===== src/sv/midi_track_note_extractor_assert.svh =====
// ----------------------------------------------------------------------------
// Assertion macros for the MIDI track note extractor
// Implication checks, sampled on clk and held off during rst.
// ----------------------------------------------------------------------------
`ifndef MIDI_TRACK_NOTE_EXTRACTOR_ASSERT_SVH
`define MIDI_TRACK_NOTE_EXTRACTOR_ASSERT_SVH
`ifndef NO_ASSERTIONS
`define MTE_ASSERT_IMP(label, ante, cons, msg) \
  label: assert property (@(posedge clk) disable iff (rst) (ante) |-> (cons)) \
    else $error(msg);
`define MTE_ASSERT_NXT(label, ante, cons, msg) \
  label: assert property (@(posedge clk) disable iff (rst) (ante) |=> (cons)) \
    else $error(msg);
`else
`define MTE_ASSERT_IMP(label, ante, cons, msg)
`define MTE_ASSERT_NXT(label, ante, cons, msg)
`endif
`endif


===== src/sv/mte_pkg.sv =====
// ----------------------------------------------------------------------------
// MIDI track note extractor package
// Shared types, codes and constants.
// ----------------------------------------------------------------------------
package mte_pkg;

  localparam int CHANNELS_DEF = 16;
  localparam int PITCHES_DEF  = 128;
  localparam int ENTRY_W      = 39;
  localparam logic [30:0] TICK_MAX = 31'h7FFF_FFFF;

  localparam logic [1:0] RES_NOTE  = 2'd0;
  localparam logic [1:0] RES_TEMPO = 2'd1;
  localparam logic [1:0] RES_DONE  = 2'd2;

  localparam logic [3:0] HI_NOTE_OFF = 4'h8;
  localparam logic [3:0] HI_NOTE_ON  = 4'h9;
  localparam logic [3:0] HI_POLY     = 4'hA;
  localparam logic [3:0] HI_CTRL     = 4'hB;
  localparam logic [3:0] HI_PROG     = 4'hC;
  localparam logic [3:0] HI_CHPRESS  = 4'hD;
  localparam logic [3:0] HI_BEND     = 4'hE;
  localparam logic [7:0] ST_META     = 8'hFF;
  localparam logic [7:0] ST_SYSEX    = 8'hF0;
  localparam logic [7:0] ST_ESCAPE   = 8'hF7;
  localparam logic [7:0] META_TEMPO  = 8'h51;

  typedef enum logic [3:0] {
    PH_DELTA, PH_STATUS, PH_NOTE_PITCH, PH_NOTE_VEL, PH_META_TYPE,
    PH_META_LEN, PH_SYSEX_LEN, PH_SKIP, PH_STOP
  } phase_t;

  typedef enum logic [2:0] {
    S_CLEAR, S_IDLE, S_NOTE_CHK, S_SCAN_RD, S_SCAN_CHK, S_EMIT
  } state_t;

  typedef struct packed {
    phase_t      phase;
    logic [27:0] vlq_value;
    logic [2:0]  vlq_count;
    logic [30:0] tick_now;
    logic [7:0]  running_status;
    logic [7:0]  event_status;
    logic [6:0]  first_data;
    logic [27:0] skip_remaining;
    logic [7:0]  meta_type;
    logic [23:0] tempo_shift;
    logic [1:0]  tempo_bytes;
  } pst_t;

  typedef struct packed {
    logic        valid;
    logic        on;
    logic [3:0]  channel;
    logic [6:0]  pitch;
    logic [6:0]  velocity;
    logic [30:0] tick;
  } note_req_t;

endpackage


===== src/sv/mte_parser.sv =====
// ----------------------------------------------------------------------------
// Track byte parser
// Delta times, running status, event lengths, tempo meta and note events.
// ----------------------------------------------------------------------------
module mte_parser #(
  parameter int CHANNELS = mte_pkg::CHANNELS_DEF,
  parameter int PITCHES  = mte_pkg::PITCHES_DEF
) (
  input  logic               clk,
  input  logic               rst,
  input  logic               step,
  input  logic [7:0]         data_byte,
  input  logic               last_in_track,
  output mte_pkg::note_req_t note_req,
  output logic               tempo_hit,
  output logic [23:0]        tempo_val,
  output logic [30:0]        track_end_tick
);

  mte_pkg::pst_t st, st_next;
  logic          tempo_found;

  function automatic mte_pkg::pst_t start_skip(mte_pkg::pst_t s, logic [27:0] len);
    mte_pkg::pst_t r;
    r = s;
    r.skip_remaining = len;
    r.phase = (len == 28'd0) ? mte_pkg::PH_DELTA : mte_pkg::PH_SKIP;
    return r;
  endfunction

  function automatic mte_pkg::pst_t enter_status(mte_pkg::pst_t s, logic [7:0] sb);
    mte_pkg::pst_t r;
    r = s;
    r.event_status = sb;
    r.meta_type = 8'd0;
    r.tempo_bytes = 2'd0;
    r.tempo_shift = 24'd0;
    if (sb[7:4] == mte_pkg::HI_NOTE_OFF || sb[7:4] == mte_pkg::HI_NOTE_ON) begin
      r.phase = mte_pkg::PH_NOTE_PITCH;
    end else if (sb[7:4] == mte_pkg::HI_POLY || sb[7:4] == mte_pkg::HI_CTRL
                 || sb[7:4] == mte_pkg::HI_BEND) begin
      r = start_skip(r, 28'd2);
    end else if (sb[7:4] == mte_pkg::HI_PROG || sb[7:4] == mte_pkg::HI_CHPRESS) begin
      r = start_skip(r, 28'd1);
    end else if (sb == mte_pkg::ST_META) begin
      r.phase = mte_pkg::PH_META_TYPE;
    end else if (sb == mte_pkg::ST_SYSEX || sb == mte_pkg::ST_ESCAPE) begin
      r.vlq_value = 28'd0;
      r.vlq_count = 3'd0;
      r.phase = mte_pkg::PH_SYSEX_LEN;
    end else begin
      r.phase = mte_pkg::PH_STOP;
    end
    return r;
  endfunction

  logic [31:0] tick_sum;
  logic [27:0] vlq_new;
  logic [2:0]  cnt_new;
  logic        vlq_done;
  logic        is_data;
  logic [30:0] tick_after;

  always_comb begin
    st_next = st;
    note_req = '0;
    tempo_hit = 1'b0;
    is_data = 1'b0;
    if (st.phase == mte_pkg::PH_STATUS) begin
      if (data_byte[7]) begin
        st_next.running_status = data_byte;
        st_next = enter_status(st_next, data_byte);
      end else begin
        st_next = enter_status(st_next, st.running_status);
        is_data = (st_next.phase != mte_pkg::PH_STOP);
      end
    end else begin
      is_data = 1'b1;
    end
    vlq_new = {st_next.vlq_value[20:0], data_byte[6:0]};
    cnt_new = st_next.vlq_count + 3'd1;
    vlq_done = !data_byte[7] || (cnt_new >= 3'd4);
    tick_sum = {1'b0, st_next.tick_now} + {4'd0, vlq_new};
    if (is_data) begin
      unique case (st_next.phase)
        mte_pkg::PH_DELTA: begin
          st_next.vlq_value = vlq_new;
          st_next.vlq_count = cnt_new;
          if (vlq_done) begin
            st_next.vlq_count = 3'd0;
            st_next.tick_now = (tick_sum > {1'b0, mte_pkg::TICK_MAX})
                               ? mte_pkg::TICK_MAX : tick_sum[30:0];
            st_next.vlq_value = 28'd0;
            st_next.phase = mte_pkg::PH_STATUS;
          end
        end
        mte_pkg::PH_NOTE_PITCH: begin
          st_next.first_data = data_byte[6:0];
          st_next.phase = mte_pkg::PH_NOTE_VEL;
        end
        mte_pkg::PH_NOTE_VEL: begin
          st_next.phase = mte_pkg::PH_DELTA;
          note_req.channel = st_next.event_status[3:0];
          note_req.pitch = st_next.first_data;
          note_req.velocity = data_byte[6:0];
          note_req.tick = st_next.tick_now;
          note_req.on = (st_next.event_status[7:4] == mte_pkg::HI_NOTE_ON)
                        && (data_byte[6:0] != 7'd0);
          note_req.valid = (32'(st_next.event_status[3:0]) < CHANNELS)
                           && (32'(st_next.first_data) < PITCHES);
        end
        mte_pkg::PH_META_TYPE: begin
          st_next.meta_type = data_byte;
          st_next.vlq_value = 28'd0;
          st_next.vlq_count = 3'd0;
          st_next.phase = mte_pkg::PH_META_LEN;
        end
        mte_pkg::PH_META_LEN, mte_pkg::PH_SYSEX_LEN: begin
          st_next.vlq_value = vlq_new;
          st_next.vlq_count = cnt_new;
          if (vlq_done) begin
            st_next.vlq_count = 3'd0;
            if (st_next.phase != mte_pkg::PH_META_LEN
                || !(st_next.meta_type == mte_pkg::META_TEMPO && vlq_new == 28'd3)) begin
              st_next.meta_type = 8'd0;
            end
            st_next.tempo_bytes = 2'd0;
            st_next.tempo_shift = 24'd0;
            st_next = start_skip(st_next, vlq_new);
            st_next.vlq_value = 28'd0;
          end
        end
        mte_pkg::PH_SKIP: begin
          if (st_next.meta_type == mte_pkg::META_TEMPO) begin
            st_next.tempo_shift = {st_next.tempo_shift[15:0], data_byte};
            st_next.tempo_bytes = st_next.tempo_bytes + 2'd1;
          end
          if (st_next.skip_remaining != 28'd0) begin
            st_next.skip_remaining = st_next.skip_remaining - 28'd1;
          end
          if (st_next.skip_remaining == 28'd0) begin
            st_next.phase = mte_pkg::PH_DELTA;
            tempo_hit = (st_next.meta_type == mte_pkg::META_TEMPO)
                        && (st_next.tempo_bytes == 2'd3)
                        && (st_next.tempo_shift != 24'd0) && !tempo_found;
          end
        end
        default: begin
        end
      endcase
    end
    tempo_val = st_next.tempo_shift;
    tick_after = st_next.tick_now;
    if (last_in_track) begin
      st_next = '0;
      st_next.phase = mte_pkg::PH_DELTA;
    end
  end

  always_ff @(posedge clk) begin
    if (rst) begin
      st <= '0;
      tempo_found <= 1'b0;
      track_end_tick <= 31'd0;
    end else if (step) begin
      st <= st_next;
      if (tempo_hit) begin
        tempo_found <= 1'b1;
      end
      if (last_in_track) begin
        track_end_tick <= tick_after;
      end
    end
  end

endmodule

===== config.mk =====
export PLATFORM = sky130hd
export DESIGN_NAME = mte_parser
export DESIGN_NICKNAME = d
export VERILOG_FILES = /design/src/sv/midi_track_note_extractor_assert.svh /design/src/sv/mte_pkg.sv /design/src/sv/mte_parser.sv
export SDC_FILE = /design/constraint.sdc
export NUM_CORES = 1
export LEC_CHECK = 0
export BUFFER_PORTS_ARGS = -buffer_cell sky130_fd_sc_hd__buf_2
export CAP_MARGIN = 30
export CORE_UTILIZATION = 62
export CTS_BUF_LIST = sky130_fd_sc_hd__clkbuf_4 sky130_fd_sc_hd__clkbuf_8
export DETAILED_ROUTE_END_ITERATION = 16
export PLACE_DENSITY = 0.84
export SLEW_MARGIN = 20
export SYNTH_ARGS = -nofsm -noshare
export SYNTH_HDL_FRONTEND = slang
export SYNTH_SLANG_ARGS = --single-unit
export TNS_END_PERCENT = 50

===== constraint.sdc =====
create_clock -name clk -period 5.7 [get_ports clk]
set_input_delay 0.285 -clock clk [delete_from_list [all_inputs] [get_ports clk]]
set_output_delay 0.285 -clock clk [all_outputs]
set_load 0.02 [all_outputs]

==> flow_summary.toml, run 1 <==
[layout]
areaGrowthSynthToFinish_pct = 11.46
nFillCells = 1419
fin_area_um2 = 12230
layout_commonest_cell = "dfxtp_1"
antenna_cells = 0
finalNetCount = 1502
utilization_pct = 70.71
drive_above_1_share_pct = 15.72
regArea_um2 = 3523
multi_input_area_um2 = 7022
layout_common_cells = "dfxtp_1 (176), buf_2 (119), nor2_1 (118), nand2_1 (117), o21ai_0 (98)"

[logic_synthesis]
syn-mean-instance-area_um2 = 8.010
synthArstFlopShare_pct = 0
yosysSeqAreaShare_pct = 32.11
ys.flop_type = "dfxtp_1"
syn-num-nets = 1416
synth_cells = 1370
ys_ff_latch = 176
yosys_warnings = 0
post_synth_num_cell_types = 86
netlist_area_um2 = 10970
synth-edff-count = 0

[worst_setup_path]
arrival_ns = 5.10
crit_required_ns = 5.41
r2r_slack_ns = 0.52
rr_startpoint = "st[77]"
crit_type = "reg -> out"
worstSetupEndpointType = "output port"
critPathMaxFanout = 8
r2r_cells = 16
reg2reg_to = "track_end_tick[26]"
start_kind = "register"

[timing]
min_period_over_period_pct = 94.50
max_freq_ghz = 0.1857
rsz0062_at_grt = "false"
hold_slack_ns = 0.1937
hold_violations = 0
fin_setup_tns_ns = 0
relSlewSlack_pct = 36.49
worst_pin_slew_ns = 0.9440
skew_ns = 0.01759
period_minus_slack_ns = 5.386
maxSlewViolCount = 0
setup_violations = 0
fin_ws_ns = 0.3138

[drt]
dr.pass1.iters = 6
viasPerCell = 6.872
drt-total-wl_um = 36020
drc = 0
ant_nets = 0
vias = 11641
wl_per_cell_um = 21.26
drt_iter0_markers = 1330

[clocking]
clk_path_buf_depth = 2
cts_root_buf = "clkbuf_8"
clk_latency_ns = 0.50
cts_setup_buffers = 0
cts_tree = "done"
clkTransAtPathRegs_ns = 0.11
cts_buffers = 17
htree_levels = 4
clock-sinks = 176

[die]
start_util_pct = 63.44
fp.dieH_um = 135.0
pin_count = 119
rows = 48
core_area_um2 = 17300
dieWidth_um = 135.0
die-area_um2 = 18230

[pwr]
p_leak_nw = 5.218
ir_drop_mv = 0.1574
cellPowerDensity_nw_per_um2 = 207.9

[placed_design]
dp_hpwl_um = 25460
place_ws_ns = 0.5490
io_buffer_count = 118
gp_congestion = 1.010
place_area_um2 = 11790

[worst_hold_path]
min_path_type = "in -> reg"
hp-start = "data_byte[7]"
hold_depth = 2
hold_end = "st[33]"

[grt]
grt_max_degree = 42
grt_overflow = 0
grt_pass1_vias = 10462
grt.total_usage_pct = 39.18
antenna_found_initial = 0
grt_pass1_wl_um = 56150

[run]
cap_violations = 0

[run_status]
status = "finished clean"
[cell families (layout without fill, tap and decap cells)]
family,count (synthesis),in the layout,share of synthesized area (%)
simple gates,491,491,23.44
compound gates,503,503,31.96
flops,176,176,32.11
fa+ha+maj,36,36,4.139
xor+xnor,35,35,2.794
buf+inv,116,215,4.367
mux,13,13,1.186
[routing by layer]
metal  global-route usage, %  wire length, um  up-vias
met5                       0                0        -
met4                   19.54             1495        0
met3                   7.057             3191      114
met2                   59.88            16080      664
met1                   52.98            15250     5533
li1                        -                -     5330
[power breakdown]
group / switching (W) / internal, W / total [W]
Sequential: 0.0000205 / 0.00125 / 0.00127
Combinational: 0.000259 / 0.000116 / 0.000375
Clock: 0.000563 / 0.000334 / 0.000897
[cells in the mapped netlist, types with 18 or more instances]
cell	number	area share (%)
a22o_1	96	7.7
a32oi_1	18	1.4
nand3_1	29	1.3
xnor2_1	26	2.1
a31oi_1	21	1.2
a21o_1	38	2.6
a211oi_1	20	1.4
nor3_1	29	1.3
o21ai_0	99	4.5
ha_1	33	3.8
and2_1	69	3.9
dfxtp_1	176	32
clkbuf_1	77	2.6
nor2_1	120	4.1
inv_1	23	0.79
a21oi_1	90	4.1
nor4_1	21	1.2
nand2_1	117	4.0
[how the worst max path moves through the flow]
stage,slack (ns),from,to,cells past startpoint
after floorplan,0.83,st[147],track_end_tick[18],18
after global placement,0.73,st[77],st[103],16
after detailed placement,0.55,st[77],track_end_tick[18],16
after CTS,0.07,st[149],tempo_hit,14
after global routing,0.11,st[83],tempo_hit,14
final,0.31,st[83],tempo_hit,14
[state kept, by name, summed over array words and instances (netlist names)]
register	flops
track_end_tick	31
st	144
tempo_found	1
[through the flow]
stage	total power, W	std cells
3_5_place_dp	0.001656	1660
3_3_place_gp	0.001649	1655
6_report	0.002543	1694
4_1_cts	0.002522	1692
5_1_grt	0.002613	1694
2_1_floorplan	0.001540	1370
[repair_timing]
item                                    in CTS  in global routing
endpoints found under the setup margin       0                  3
gates resized for setup                      0                  5
hold buffers                                 0                  0
[area by class of cell]
type	instances	area share, %
Multi-Input combinational cell	1078	57.41
Sequential cell	176	28.81
Timing Repair Buffer	159	7.468
Tap cell	225	2.302
Clock buffer	17	1.913
Clock inverter	15	1.361
Inverter	24	0.7366
[worst max-delay path, stage by stage, from the launching register on]
cell and delay (ns):
dfxtp_1 0.46, or4bb_1 0.50, a21oi_1 0.27, inv_1 0.07
a21boi_0 0.33, ha_1 0.38, nor3b_4 0.35, nand2_1 0.23
o31ai_4 0.47, or4_1 0.19, o2111ai_1 0.19, a2111oi_2 0.53
nand2_2 0.17, nor3_2 0.25, buf_2 0.20
(Power assumes the default switching activity.)
==> run 2: changes to the inputs <==
clock period = 5.6 ns   (was 5.7 ns; I/O delays follow)
==> flow_summary.toml, run 2 (synthesized netlist as in run 1, its figures left out) <==
[run_status]
status = "finished clean"

[die]
die-area_um2 = 18230
core_area_um2 = 17300
dieWidth_um = 135.0
rows = 48
fp.dieH_um = 135.0
pin_count = 119
start_util_pct = 63.44

[worst_setup_path]
start_kind = "register"
critPathMaxFanout = 8
crit_family = "simple AND/OR/NAND/NOR gates"
reg2reg_to = "track_end_tick[8]"
cp_num_buf_inv = 2
crit_required_ns = 5.32
arrival_ns = 5.03
crit_start = "st[148]"
cpMaxStageDelayCell = "or4b_1"
critical-path-max-stage-delay_ns = 0.59
rr_startpoint = "st[77]"
r2r_slack_ns = 0.30
worstSetupEndpointType = "output port"
worstPathCellList = "or4b_1 -> a21oi_1 -> inv_1 -> a21boi_0 -> ha_1 -> nor3b_4 -> and4b_1 -> a311oi_1 -> o311ai_0 -> o211ai_1 -> a2111oi_2 -> nand2_2 -> nor3_2 -> buf_2"
r2r_cells = 16
crit_type = "reg -> out"

[layout]
areaGrowthSynthToFinish_pct = 11.29
layout_common_cells = "dfxtp_1 (176), buf_2 (121), nor2_1 (118), nand2_1 (117), o21ai_0 (98)"
regArea_um2 = 3523
drive_above_1_share_pct = 15.30
multi_input_area_um2 = 7009
stdcell_count = 1689
nFillCells = 1413
finalNetCount = 1497
antenna_cells = 0
largest_reg_flops = 144
top_regs = "st (144), track_end_tick (31), tempo_found (1)"
top_register = "st"
layout_commonest_cell = "dfxtp_1"

[clocking]
clk_path_buf_depth = 2
clkTransAtPathRegs_ns = 0.11
clk_latency_ns = 0.49
cts_root_buf = "clkbuf_8"
htree_levels = 4
clock-sinks = 176
cts_buffers = 17
cts_tree = "done"

[grt]
busiest_layer = "met2"
grt_max_degree = 45
grt_pass1_vias = 10682
grt_pass1_wl_um = 56230
antenna_found_initial = 0
met1_usage_pct = 52.05
met3_usage_pct = 6.719
grt.total_usage_pct = 39.07
grt.met2_usage_pct = 60.40
grt_overflow = 0

[drt]
wl_per_cell_um = 20.96
drc = 0
drt-total-wl_um = 35400
drt_iter0_markers = 1367
ant_nets = 0
dr.pass1.iters = 6
vias = 11733
viasPerCell = 6.947

[timing]
hold_violations = 0
maxSlewViolCount = 0
setup_violations = 0
min_period_over_period_pct = 94.76
rsz0062_at_grt = "false"
period_minus_slack_ns = 5.306
relSlewSlack_pct = 36.74
fin_ws_ns = 0.2935
worst_pin_slew_ns = 0.9403
skew_ns = 0.01628
fin_setup_tns_ns = 0
max_freq_ghz = 0.1884

[pwr]
ir_drop_mv = 0.1929
cellPowerDensity_nw_per_um2 = 217.3
p_leak_nw = 5.204

[placed_design]
dp_hpwl_um = 24790
io_buffer_count = 118
gp_congestion = 0.9993
dp.cells = 1655
place_ws_ns = 0.4330

[worst_hold_path]
min_path_type = "in -> reg"
hold_end = "st[66]"
hp-start = "data_byte[4]"
hold_depth = 3

[run]
cap_violations = 0
run 2: cell types whose count changed in the layout (fill, tap and decap cells not counted), sizes merged:
cell          previous run  this run
bufinv                   0         1
clkinvlp                 1         0
inv                     31        30
dlymetal6s2s             1         0
buf                    157       153
clkinv                   7         8
run 2: final cells by class:
type | instances | share of cell area, %
clock buffer | 17 | 1.916
clock inverter | 15 | 1.742
inverter | 24 | 0.7377
multi-input combinational | 1078 | 57.40
sequential | 176 | 28.85
tap | 225 | 2.305
timing repair buffer | 154 | 7.049
run 2: worst max-delay path by stage:
| stage | cells past startpoint | to | slack, ns |
|---|---|---|---|
| after global routing | 14 | tempo_hit | 0.05 |
| final | 14 | tempo_hit | 0.29 |
| after global placement | 15 | tempo_hit | 0.63 |
| after detailed placement | 16 | track_end_tick[18] | 0.43 |
| after CTS | 14 | tempo_hit | 0.1 |
| after floorplan | 18 | track_end_tick[18] | 0.73 |
run 2: routing by layer:
metal / vias to the layer above / wire [um]
li1: 5325 / -
met1: 5509 / 14450
met2: 756 / 15880
met3: 143 / 3410
met4: 0 / 1655
met5: - / 0
run 2: worst reg2reg max path, cell delays in order, from the launching register on:
cell,delay [ns]
dfxtp_1,0.36
or4_4,0.58
a211oi_1,0.34
o21ai_1,0.19
buf_4,0.23
and2_1,0.21
ha_1,0.37
and3_1,0.20
nand3_1,0.08
o31ai_1,0.61
o21ai_0,0.20
o211ai_1,0.29
a41oi_2,0.26
nor2_1,0.72
buf_4,0.28
o22a_1,0.17
a22o_1,0.13
run 2: repair_timing:
item | 4_1_cts | 5_1_grt
endpoints found under the setup margin | 0 | 3
buffers inserted | 0 | 0
hold buffers | 0 | 0
gates resized for setup | 0 | 4
run 2: per-stage QoR:
step	hold WS, ns	total power [W]	utilization, %	instance area, um2
2_1_floorplan	0.4167	0.001568	-	10970
4_1_cts	0.2370	0.002633	70.44	12180
6_report	0.2778	0.002654	70.60	12210
3_5_place_dp	0.4415	0.001682	67.85	11740
3_3_place_gp	0.4346	0.001673	67.60	11690
5_1_grt	0.2510	0.002732	70.60	12210
run 2: power by group:
part	switching [W]	total, W	internal (W)
Combinational	0.000262	0.000377	0.000114
Clock	0.000590	0.000983	0.000393
Sequential	0.0000216	0.00129	0.00127
Total	0.000874	0.00265	0.00178
==> run 3: changes to the inputs <==
SETUP_SLACK_MARGIN = 0.3   (was default)
==> flow_summary.toml, run 3 (synthesized netlist as in run 1, its figures left out) <==
[layout]
drive_above_1_share_pct = 15.76
utilization_pct = 70.88
fin_area_um2 = 12260
layout_commonest_cell = "dfxtp_1"
antenna_cells = 0
layout_common_cells = "dfxtp_1 (176), buf_2 (121), nand2_1 (117), nor2_1 (117), o21ai_0 (98)"
top_regs = "st (144), track_end_tick (31), tempo_found (1)"
largest_reg_flops = 144
areaGrowthSynthToFinish_pct = 11.72
nFillCells = 1409
top_register = "st"
finalNetCount = 1499

[drt]
drt_iter0_markers = 1270
viasPerCell = 6.949
wl_met3_um = 3541
wl_per_cell_um = 20.95
drt-total-wl_um = 35420
top_layer = "met4"
drc = 0
ant_nets = 0
vias = 11750
dr.pass1.iters = 6
met2WireLength_um = 15790
m1WireLength_um = 14320

[clocking]
cts_hold_buf = 0
clk_latency_ns = 0.48
clock-sinks = 176
cts_root_buf = "clkbuf_8"
cts_tree = "done"
cts_buffers = 17
clkTransAtPathRegs_ns = 0.11
clk_path_buf_depth = 2
htree_levels = 4

[timing]
rsz0062_at_grt = "false"
min_period_over_period_pct = 90.78
max_freq_ghz = 0.1967
period_minus_slack_ns = 5.084
maxSlewViolCount = 0
relSlewSlack_pct = 33.98
worst_pin_slew_ns = 0.9813
hold_violations = 0
setup_violations = 0
fin_setup_tns_ns = 0
skew_ns = 0.01739

[pwr]
p_leak_nw = 5.220
ir_drop_mv = 0.1925
cellPowerDensity_nw_per_um2 = 216.6
design_power_total_w = 0.002655

[worst_setup_path]
rr_startpoint = "st[77]"
arrival_ns = 5.51
crit_start = "st[77]"
r2r_slack_ns = 0.52
endpoint = "st[91]"
critPathMaxFanout = 20
worstSetupEndpointType = "register"
reg2reg_to = "st[91]"
crit_type = "reg -> reg"
start_kind = "register"
r2r_cells = 15
crit_required_ns = 6.03

[placed_design]
place_area_um2 = 11740
dp_hpwl_um = 24790
io_buffer_count = 118
gp_congestion = 0.9993

[die]
die-area_um2 = 18230
rows = 48
pin_count = 119
core_area_um2 = 17300
fp.dieH_um = 135.0
dieWidth_um = 135.0
start_util_pct = 63.44

[grt]
antenna_found_initial = 0
grt_overflow = 0
grt_pass1_wl_um = 56200
grt.total_usage_pct = 39.06
grt_pass1_vias = 10679
grt_max_degree = 45

[run_status]
status = "finished clean"

[worst_hold_path]
min_path_type = "in -> reg"

[run]
cap_violations = 0
[run 3: cell count changes in the layout (fill, tap and decap cells not counted), sizes merged]
cell  before  now
buf      153  155
[run 3: per-stage QoR]
step	setup WS, ns	instances	hold slack, ns
floorplan	0.7277	1370	0.4167
global placement	0.6281	1650	0.4346
detailed placement	0.4330	1655	0.4415
CTS	0.3336	1687	0.2370
global route	0.2875	1691	0.2510
finish	0.5164	1691	0.2759
[run 3: final cells by class]
class | instances | area [um2] | share of cell area [%]
Multi-Input combinational cell | 1078 | 7042 | 57.44
Tap cell | 225 | 281.5 | 2.296
Inverter | 24 | 90.09 | 0.7348
Clock buffer | 17 | 234.0 | 1.909
Clock inverter | 15 | 212.7 | 1.735
Sequential cell | 176 | 3523 | 28.74
Timing Repair Buffer | 156 | 875.8 | 7.144
[run 3: per-layer routing]
metal / global-route usage, % / vias up
met4: 20.60 / 0
met2: 60.40 / 793
met3: 6.719 / 143
met1: 52.00 / 5491
met5: 0 / -
li1: - / 5323
[run 3: worst max-delay path, cell delays in order, from the launching register on]
cell	delay [ns]
dfxtp_1	0.36
or4_4	0.58
a211oi_1	0.33
o21ai_1	0.19
buf_4	0.24
and2_1	0.21
ha_1	0.37
and3_1	0.22
nand3_1	0.09
o31ai_1	0.59
o21ai_0	0.20
o211ai_1	0.29
a41oi_2	0.28
or2_2	0.51
a31oi_1	0.37
a22o_1	0.19
[run 3: how the worst min path moves through the flow]
| stage | start | end | cells past startpoint |
|---|---|---|---|
| final | data_byte[4] | st[66] | 3 |
| after global routing | data_byte[4] | st[66] | 3 |
| after CTS | data_byte[4] | st[66] | 3 |
| after detailed placement | st[66] | st[66] | 2 |
| after global placement | st[117] | st[117] | 2 |
| after floorplan | st[117] | st[117] | 2 |
[run 3: power breakdown]
part | internal (W) | total (W) | leakage (nW) | switching (W)
Sequential | 0.00127 | 0.00129 | 1.42 | 0.0000218
Clock | 0.000393 | 0.000979 | 0.221 | 0.000586
Combinational | 0.000118 | 0.000382 | 3.58 | 0.000264
Total | 0.00178 | 0.00266 | 5.22 | 0.000872
[run 3: timing repair]
action | 4_1_cts | 5_1_grt
setup endpoints to repair | 1 | 50
pin swaps | 0 | 1
gates resized for setup | 1 | 11
buffers inserted | 0 | 2
